`src/sv/mtflru_pkg.sv`:
```
`timescale 1ns / 1ps
`default_nettype none

package mtflru_pkg;

   // Sequencer states: idle, register key compares, move and respond
   typedef enum logic [1:0] {
      ST_IDLE  = 2'd0,
      ST_MATCH = 2'd1,
      ST_MOVE  = 2'd2
   } state_type;

   // Command codes on req_command
   localparam logic CMD_INSERT = 1'b0;
   localparam logic CMD_SEARCH = 1'b1;

   typedef struct packed {
      logic ready;   // sequencer free to take a word
      logic take;    // word accepted this cycle
      logic match;   // cells register their key compare
      logic move;    // cells shift, result is loaded
   } ctrl_type;

   typedef struct packed {
      logic [31:0] key;
      logic [31:0] value;
   } entry_type;

endpackage

`default_nettype wire

```
`src/sv/mtflru_cell.sv`:
```
`timescale 1ns / 1ps
`default_nettype none

module mtflru_cell (
   input  wire                   clock,
   input  wire                   reset,
   input  wire                   match_en,
   input  wire                   move_en,
   input  wire                   insert,
   input  wire                   hit_all,
   input  wire                   valid,
   input  wire  [31:0]           cmp_key,
   input  mtflru_pkg::entry_type prev_entry,
   input  wire                   hit_above_in,
   input  wire  [31:0]           val_or_in,
   output mtflru_pkg::entry_type entry,
   output logic                  hit_above_out,
   output logic [31:0]           val_or_out
);
   import mtflru_pkg::*;

   entry_type entry_ff;
   logic      match_ff;
   logic      first;
   logic      shift;

   // frontmost match: this cell matched and nothing in front did
   assign first         = match_ff & ~hit_above_in;
   assign hit_above_out = hit_above_in | match_ff;
   assign val_or_out    = val_or_in | (first ? entry_ff.value : 32'd0);

   // insert shifts the whole row; a hit shifts the front up to the found cell
   assign shift = move_en & (insert | (hit_all & ~hit_above_in));
   assign entry = entry_ff;

   always_ff @(posedge clock) begin
      if (reset) begin
         match_ff <= 1'b0;
      end else if (match_en) begin
         match_ff <= valid & (entry_ff.key == cmp_key);
      end
   end

   always_ff @(posedge clock) begin
      if (shift) begin
         entry_ff <= prev_entry;
      end
   end

endmodule

`default_nettype wire

```
`src/sv/mtflru_ctrl.sv`:
```
`timescale 1ns / 1ps
`default_nettype none

module mtflru_ctrl (
   input  wire                  clock,
   input  wire                  reset,
   input  wire                  req_valid,
   input  wire                  rsp_stall,
   output mtflru_pkg::ctrl_type ctrl
);
   import mtflru_pkg::*;

   state_type state_ff;
   state_type state_in;

   always_comb begin
      state_in = state_ff;
      case (state_ff)
         ST_IDLE: begin
            if (req_valid) begin
               state_in = ST_MATCH;
            end
         end
         ST_MATCH: begin
            state_in = ST_MOVE;
         end
         ST_MOVE: begin
            if (!rsp_stall) begin
               state_in = ST_IDLE;
            end
         end
         default: begin
            state_in = ST_IDLE;
         end
      endcase
   end

   always_comb begin
      ctrl = '0;
      case (state_ff)
         ST_IDLE: begin
            ctrl.ready = 1'b1;
            ctrl.take  = req_valid;
         end
         ST_MATCH: begin
            ctrl.match = 1'b1;
         end
         ST_MOVE: begin
            ctrl.move = ~rsp_stall;
         end
         default: begin
            ctrl = '0;
         end
      endcase
   end

   always_ff @(posedge clock) begin
      if (reset) begin
         state_ff <= ST_IDLE;
      end else begin
         state_ff <= state_in;
      end
   end

endmodule

`default_nettype wire

```
`src/sv/move_to_front_lru_list.sv`:
```
// Move-to-front LRU list of DEPTH key/value entries, front = most recent.
// Input channel req_*: one word per item, req_command selects insert (new
// entry at the front, duplicates allowed, tail dropped when full) or search
// (frontmost matching key moves to the front, its value is returned).
// Result channel rsp_*: exactly one word per item, carrying hit, the found
// value, the eviction flag and the occupancy after the item.
// After acceptance an item first registers the key compares in every cell,
// then shifts the row and loads the result.
// The sequencer walks the accept, compare and move steps, so a new item is
// taken only after the last one has moved; the compare is registered so the
// priority pick and row shift get a step of their own.
// The result sits in an output register, so the next word is taken while a
// result waits; a stalled receiver holds the block in its move step until
// the previous result has left, and meanwhile req_ready stays low.
// Reset (synchronous, active high) empties the list at once; the entry
// storage itself is not cleared, only entries below the count are read.
`timescale 1ns / 1ps
`default_nettype none

module move_to_front_lru_list #(
   parameter int DEPTH = 16
) (
   input  wire         clock,
   input  wire         reset,
   input  wire         req_valid,
   output logic        req_ready,
   input  wire         req_command,
   input  wire  [31:0] req_key,
   input  wire  [31:0] req_value,
   output logic        rsp_valid,
   input  wire         rsp_ready,
   output logic        rsp_hit,
   output logic [31:0] rsp_found_value,
   output logic        rsp_evicted,
   output logic [4:0]  rsp_occupancy
);
   import mtflru_pkg::*;

   // count has to hold DEPTH itself
   localparam int CW = $clog2(DEPTH + 1);

   ctrl_type ctrl;
   logic     rsp_stall;

   // captured input word
   logic        cmd_ff;
   logic [31:0] key_ff;
   logic [31:0] value_ff;

   logic [CW-1:0] count_ff;
   logic [CW-1:0] count_in;

   logic        rsp_valid_ff;
   logic        hit_ff;
   logic [31:0] found_ff;
   logic        evicted_ff;
   logic [4:0]  occ_ff;

   // chain wires between cells: index i feeds cell i
   entry_type   entries [DEPTH];
   entry_type   prev    [DEPTH];
   logic        hit_chain [DEPTH+1];
   logic [31:0] val_chain [DEPTH+1];

   logic        insert;
   logic        hit_all;
   logic [31:0] found_value;
   logic        full;
   logic [CW+4:0] occ_wide;

   assign rsp_stall = rsp_valid_ff & ~rsp_ready;

   mtflru_ctrl u_ctrl (
      .clock     (clock),
      .reset     (reset),
      .req_valid (req_valid),
      .rsp_stall (rsp_stall),
      .ctrl      (ctrl)
   );

   assign req_ready = ctrl.ready;

   assign insert      = (cmd_ff == CMD_INSERT);
   assign hit_all     = hit_chain[DEPTH];
   assign found_value = val_chain[DEPTH];
   assign full        = (count_ff == CW'(DEPTH));

   assign hit_chain[0] = 1'b0;
   assign val_chain[0] = 32'd0;

   // new front entry: the inserted word, or the found entry on a hit
   assign prev[0].key   = key_ff;
   assign prev[0].value = insert ? value_ff : found_value;

   for (genvar i = 0; i < DEPTH; i++) begin : g_cell
      if (i > 0) begin : g_link
         assign prev[i] = entries[i-1];
      end

      mtflru_cell u_cell (
         .clock         (clock),
         .reset         (reset),
         .match_en      (ctrl.match),
         .move_en       (ctrl.move),
         .insert        (insert),
         .hit_all       (hit_all),
         .valid         (CW'(i) < count_ff),
         .cmp_key       (key_ff),
         .prev_entry    (prev[i]),
         .hit_above_in  (hit_chain[i]),
         .val_or_in     (val_chain[i]),
         .entry         (entries[i]),
         .hit_above_out (hit_chain[i+1]),
         .val_or_out    (val_chain[i+1])
      );
   end

   always_ff @(posedge clock) begin
      if (ctrl.take) begin
         cmd_ff   <= req_command;
         key_ff   <= req_key;
         value_ff <= req_value;
      end
   end

   // occupancy grows on insert until full, then the tail is dropped
   always_comb begin
      count_in = count_ff;
      if (insert && !full) begin
         count_in = count_ff + CW'(1);
      end
   end

   assign occ_wide = {5'd0, count_in};

   always_ff @(posedge clock) begin
      if (reset) begin
         count_ff <= '0;
      end else if (ctrl.move) begin
         count_ff <= count_in;
      end
   end

   always_ff @(posedge clock) begin
      if (reset) begin
         rsp_valid_ff <= 1'b0;
      end else if (ctrl.move) begin
         rsp_valid_ff <= 1'b1;
      end else if (rsp_ready) begin
         rsp_valid_ff <= 1'b0;
      end
   end

   always_ff @(posedge clock) begin
      if (ctrl.move) begin
         hit_ff     <= ~insert & hit_all;
         found_ff   <= insert ? 32'd0 : found_value;
         evicted_ff <= insert & full;
         occ_ff     <= occ_wide[4:0];
      end
   end

   assign rsp_valid       = rsp_valid_ff;
   assign rsp_hit         = hit_ff;
   assign rsp_found_value = found_ff;
   assign rsp_evicted     = evicted_ff;
   assign rsp_occupancy   = occ_ff;

endmodule

`default_nettype wire
```
`config.mk`:
```
export PLATFORM = sky130hd
export DESIGN_NAME = move_to_front_lru_list
export DESIGN_NICKNAME = d
export VERILOG_FILES = /design/src/sv/mtflru_pkg.sv /design/src/sv/mtflru_cell.sv /design/src/sv/mtflru_ctrl.sv /design/src/sv/move_to_front_lru_list.sv
export SDC_FILE = /design/constraint.sdc
export NUM_CORES = 1
export LEC_CHECK = 0
export BUFFER_PORTS_ARGS = -buffer_cell sky130_fd_sc_hd__buf_4
export CAP_MARGIN = 20
export CORE_MARGIN = 1.5
export CORE_UTILIZATION = 56
export CTS_CLUSTER_SIZE = 20
export DETAILED_ROUTE_END_ITERATION = 12
export GPL_TIMING_DRIVEN = 0
export MAX_ROUTING_LAYER = met4
export PLACE_DENSITY = 0.74
export RECOVER_POWER = 100
export SLEW_MARGIN = 20
export SYNTH_ARGS = -nofsm -noshare
export SYNTH_HDL_FRONTEND = slang
export SYNTH_SLANG_ARGS = --single-unit
```
`constraint.sdc`:
```
create_clock -name clock -period 5.6 [get_ports clock]
set_clock_uncertainty 0.15 [all_clocks]
set_input_delay 0.84 -clock clock [delete_from_list [all_inputs] [get_ports clock]]
set_output_delay 0.84 -clock clock [all_outputs]
set_load 0.02 [all_outputs]
```
### Word level (Yosys, flattened, before mapping)

Cells that the tools add are included.

* RAM bits: 0
* output and inout bits: 41
* memories: 0
* input port bits: 69
* ROM bits: 0
* bits in latches: 0
* bits in registers: 1152

* equal/unequal tests: 21
* muxes and demuxes: 26
* add/subtract/negate cells: 1
* shift-type cells: 0
* div/mod/pow operators: 0
* multiply operators: 0
* $lt $le $gt $ge: 16
* reductions and logical operators: 5
* bitwise gates (word level): 129

Operators with widths (number)
* 32-bit two-way mux: 17
* 32-bit equality test: 16
* 32-bit OR: 15
* 1-bit AND: 65
* 4-bit by 5-bit less-than comparator with 1-bit output, first input constant: 8
* 1-bit OR: 31
* 3-bit by 5-bit less-than comparator with 1-bit output, first input constant: 4
* 1-bit NOT: 18
* 1-bit by 5-bit less-than comparator with 1-bit output, first input constant: 2
* 2-bit by 5-bit less-than comparator with 1-bit output, first input constant: 2
* 2-bit two-way mux: 3
* 2-bit one-hot mux with 3 select lines: 1
* 5-bit by 1-bit adder with 5-bit output, second input constant: 1
* 5-bit equality test, second input constant: 1
* 5-bit two-way mux: 1
* 1-bit two-way mux: 4
* 2-bit != test, second input constant: 2
* 2-bit by 1-bit equality test with 1-bit output, second input constant: 1
* 2-bit equality test, second input constant: 1
* 2-bit logical NOT: 1
* 2-bit AND reduction: 1
* 2-bit nonzero test: 1
* 1-bit logical AND: 1
* 1-bit logical NOT: 1

### Depth between registers and ports, before layout

* depth in word-level cells: 19
* gate-level depth with buffers: 10
* gate-level depth less buffers: 7

### Hierarchy

A second synthesis with hierarchy kept.

* cells, all modules: 2695
* area, all modules: 45692.6 sq um

Modules (own cells, without submodules)
* mtflru_cell: cells an instance 152, area each 2591.2 sq um, instances 16, seq. area each 1941.9 sq um
* move_to_front_lru_list: cells an instance 253, area each 4137.7 sq um, instances 1, seq. area each 3243.1 sq um
* mtflru_ctrl: cells an instance 10, area each 95.1 sq um, instances 1, seq. area each 40.0 sq um

### Worst setup path after synthesis

OpenSTA, ideal clock, no wires.

* path kind: register to register
* from: register g_cell[2].u_cell.match_ff
* to: register g_cell[15].u_cell.entry_ff, in the netlist g_cell[15].u_cell.entry[0] (enable)
* arrival: 5108 ps
* period minus slack after synthesis: 5765 ps
* stages on the path, launching flop included: 10
* setup time: 507 ps
* required time: 4943 ps
* slack: -165 ps
* buffers on the path: 4
* cells stage by stage: dfxtp_1 -> buf_6 -> or4_4 -> or4_4 -> buf_6 -> buf_6 -> buf_8 -> nor2_1 -> nand2_1 -> a21oi_1

* longest elaborated chain between the ends: 17

Ends and longest elaborated chain
* start, declared: RTL line mtflru_cell.sv:23 `logic match_ff;`
* start signal, assigned: RTL line mtflru_cell.sv:40 `match_ff <= valid & (entry_ff.key == cmp_key);`
* 1-bit OR (*) (13 in series): RTL line mtflru_cell.sv:29 `assign hit_above_out = hit_above_in | match_ff;`
* 1-bit OR / 1-bit NOT (equally long branches): RTL line mtflru_cell.sv:29, mtflru_cell.sv:33
* 1-bit AND (*): RTL line mtflru_cell.sv:33 `assign shift = move_en & (insert | (hit_all & ~hit_above_in));`
* 1-bit OR (*): RTL line mtflru_cell.sv:33
* 1-bit AND (*): RTL line mtflru_cell.sv:33
* net g_cell[15].u_cell.shift: RTL line mtflru_cell.sv:25 `logic shift;`
* end signal, assigned: RTL line mtflru_cell.sv:46 `entry_ff <= prev_entry;`
* end, declared: RTL line mtflru_cell.sv:22 `entry_type entry_ff;`

Mark *: on every way through the listed nets, which the timed path passes. The rest lies on a longest branch.
A chain may end at the register's enable or synchronous reset.

### Final worst setup path

* from: register g_cell[7].u_cell.match_ff
* to: register g_cell[4].u_cell.entry_ff, in the netlist g_cell[4].u_cell.entry[39] (enable)

* longest elaborated chain between the ends: 12

Ends and longest elaborated chain (RTL line)
* start, declared: mtflru_cell.sv:23
* start signal, assigned: mtflru_cell.sv:40
* 1-bit OR (9 in series): mtflru_cell.sv:29
* 1-bit AND: mtflru_cell.sv:33
* 1-bit OR: mtflru_cell.sv:33
* 1-bit AND: mtflru_cell.sv:33
* net g_cell[4].u_cell.shift: mtflru_cell.sv:25
* end signal, assigned: mtflru_cell.sv:46
* end, declared: mtflru_cell.sv:22

The timed path passes the listed nets, and every way through them passes these cells.

==> results.md <==
* Failing checks: max-capacitance violations, max-slew violations
* Starting Density at 56.45%
* Overflow after GRT at 0
* Core Box Area at 80290 µm²
* Pwr per Cell Area at 340.0 nW/µm²
* Worst setup EP type: register
* Wire per inst at 29.67 µm
* Slowest-stage cell, CP: a21oi_1
* CTS max path bufs at 3
* Setup WS pre-CTS at 1609 ps
* Crit path launch type: register
* Synth Area per Inst at 16.37 µm²
* Fin crit share at 87.86%
* TNS Setup at 0 ps
* CTS Hold Buffers Added at 0
* Top layer in use: met4
* ANT nets after route at 0
* RSZ-0062 raised after global routing: no
* Register bit total from synthesis at 1152
* Pin count of the biggest net entering global routing at 54
* CP peak stage delay at 1620 ps
* Number of synthesized flops with an enable pin at 1128
* Synth Flop Type: edfxtp_1
* CP most frequent cell: clkbuf_1
* Latest clock arrival within the worst-skew pair at 680 ps
* Iteration count of the initial detailed-routing pass at 8
* Fill cell count at 5401
* Boundary Pins at 110
* Via count at 27090
* Final slew viol count at 67
* Status: finished with violations
* Clock sinks at 1152
* Relative slew slack at -40.42%
* Fmax at 0.2032 GHz
* Die area at 82650 µm²
* Final wirelength at 124.3 mm
* Maximum VDD drop at 284.3 µV
* Arrival time worst endpoint at 5140 ps
* All-Layer GR Usage at 30.80%
* Layout cells sized above 1 at 9.562%
* Footprint of the multi-input gates at 10340 µm²
* FP Rows at 104
* Cts bufs inserted at 107
* CTS tree: built
* P_leak at 16.33 nW
* Post-CTS Setup Repair Bufs at 0
* Die X at 287.5 µm
* Post-Syn Instances at 2769
* Critical-path cell list: clkbuf_1, or4_1, clkbuf_1, or4_1, clkbuf_1, nor3_1, a21o_1, a21oi_1, buf_16, buf_16
* H-tree Lvls at 3
* Reg area at 34350 µm²
* Fin worst setup slack at 679.6 ps
* Maximum fanout along the worst path at 27
* Min Tclk post-route at 4920 ps
* Layout Cells excl Fill at 4191
* Number of global-route vias before repair at 26710
* Inst Count DP at 3987
* Final #Nets at 3107
* GP Congestion at 0.9718
* First-pass GRT wire length at 176.3 mm
* Clock root cell: clkbuf_16
* Vias per cell at 6.465
* Resize count post-CTS at 0
* Unique masters post-synth at 59
* Routed metal-1 wire length at 46.38 mm
* Clock-pin slew on the worst setup and hold paths at 60 ps
* DR WL met3 at 15.41 mm
* Post-synthesis sequential area ratio at 75.80%
* Die span in y at 287.5 µm
* Met2 routed WL at 56.21 mm
* Initial antenna violation count at 4
* Critical path data required time at 5820 ps
* HP Class: in -> reg
* Detailed Route Iter0 Violations at 4109
* Fin. Hold Viols at 0
* Syn_nets at 2840
* Hpwl dp at 89.02 mm
* Worst slew pin tran at 2106 ps
* I/O Buffers at 109
* # setup viols final at 0
* Kind of critical path: reg -> reg
* Asr flop ratio synth at 0%
* MaxCap Viol Count at 5
* P&R area growth vs syn at 14.41%
* Synth warnings at 0
* Cell area after synthesis at 45320 µm²
* Drc violations at 0
cells in the mapped netlist, types with 22 or more instances:
library cell | n | area (µm²)
a22oi_1 | 91 | 683.2
a31oi_1 | 32 | 200.2
clkbuf_1 | 141 | 529.3
nand3_1 | 38 | 190.2
nor4_1 | 76 | 475.5
o21ai_0 | 60 | 300.3
a221oi_1 | 49 | 429.2
dfxtp_1 | 24 | 480.5
nand4_1 | 75 | 469.2
a22o_1 | 32 | 280.3
nor2b_1 | 43 | 269.0
nand2_1 | 86 | 322.8
xnor2_1 | 264 | 2312
edfxtp_1 | 1128 | 33870
inv_1 | 26 | 97.59
xor2_1 | 253 | 2216
nor2_1 | 79 | 296.5
a21oi_1 | 85 | 425.4
a21boi_0 | 22 | 165.2
worst max-delay path, delay by kind of cell, from the launching register on:
family | cells | cell delay, ps
flip-flops | 1 | 310
AO/OA/AOI/OAI | 2 | 1980
buffers and inverters | 5 | 1630
AND/OR/NAND/NOR | 3 | 500
where the power goes:
| group | leakage [nW] | switching (mW) | internal (mW) | total, mW |
|---|---|---|---|---|
| clock network | 1.70 | 3.14 | 4.11 | 7.25 |
| registers | 10.5 | 0.0803 | 9.55 | 9.63 |
| logic | 4.16 | 0.510 | 0.242 | 0.752 |
| total | 16.3 | 3.73 | 13.9 | 17.6 |
worst paths after layout:
kind                                    from                    endpoint  slack [ps]  cells after the start
hold reg to reg   g_cell[4].u_cell.entry[24]  g_cell[5].u_cell.entry[24]         280                      0
setup / recovery   g_cell[7].u_cell.match_ff  g_cell[4].u_cell.entry[39]         680                     10
setup reg to reg   g_cell[7].u_cell.match_ff  g_cell[4].u_cell.entry[39]         680                     10
hold / removal                 req_value[19]                value_ff[19]         210                      1
kinds of logic after synthesis:
family / Yosys count / synth area share, %
buf+inv: 191 / 1.681
flops: 1152 / 75.80
compound gates: 438 / 6.849
mux: 2 / 0.04693
xor+xnor: 517 / 9.991
simple gates: 467 / 5.582
fa+ha+maj: 2 / 0.05520
placed cells by master, fill, tap and decap left out, types with 28 or more instances in the layout:
cell and count:
a22o_1 32, a31oi_1 32, a221oi_1 49, a22oi_1 91, nand2_1 86, edfxtp_1 1128
nand4_1 75, xor2_1 253, clkbuf_4 65, clkbuf_16 111, buf_16 28, nor4_1 76
xnor2_1 264, nor2b_1 43, a21boi_0 30, a21oi_1 76, o21ai_0 60, nor2_1 77
clkbuf_1 221, nand3_1 38
cell type report:
| cell class | instances | area share [%] |
|---|---|---|
| timing repair buffer | 158 | 3.091 |
| clock buffer | 133 | 5.574 |
| sequential | 1152 | 66.25 |
| antenna | 4 | 0.01930 |
| tap | 1060 | 2.558 |
| inverter | 26 | 0.1930 |
| buffer | 165 | 1.267 |
| multi-input combinational | 1426 | 19.94 |
| clock inverter | 67 | 1.108 |
state kept, by name, summed over array words and instances (netlist names), 2 cells and up:
signal and count:
g_cell.u_cell.match_ff 16, key_ff 32, rsp_occupancy 5, u_ctrl.state_ff 2, value_ff 32, g_cell.u_cell.entry 1024, count_ff 5, rsp_found_value 32
layer usage:
metal / vias up / GRT usage, %
met5: - / -
met4: 0 / 13.75
met3: 425 / 6.672
met2: 2076 / 45.84
met1: 13400 / 41.03
li1: 11200 / -
through the flow:
stage / util (%) / hold WS, ps / total power [mW] / instance area [µm²]
2_1_floorplan: - / 267.6 / 10.20 / 45330
3_3_place_gp: 59.13 / 274.1 / 10.52 / 47480
3_5_place_dp: 60.92 / 281.6 / 10.57 / 48910
4_1_cts: 65.23 / 164.7 / 17.66 / 52370
5_1_grt: 64.58 / 206.2 / 18.01 / 51850
6_report: 64.59 / 212.7 / 17.63 / 51850
(Power assumes the default switching activity.)
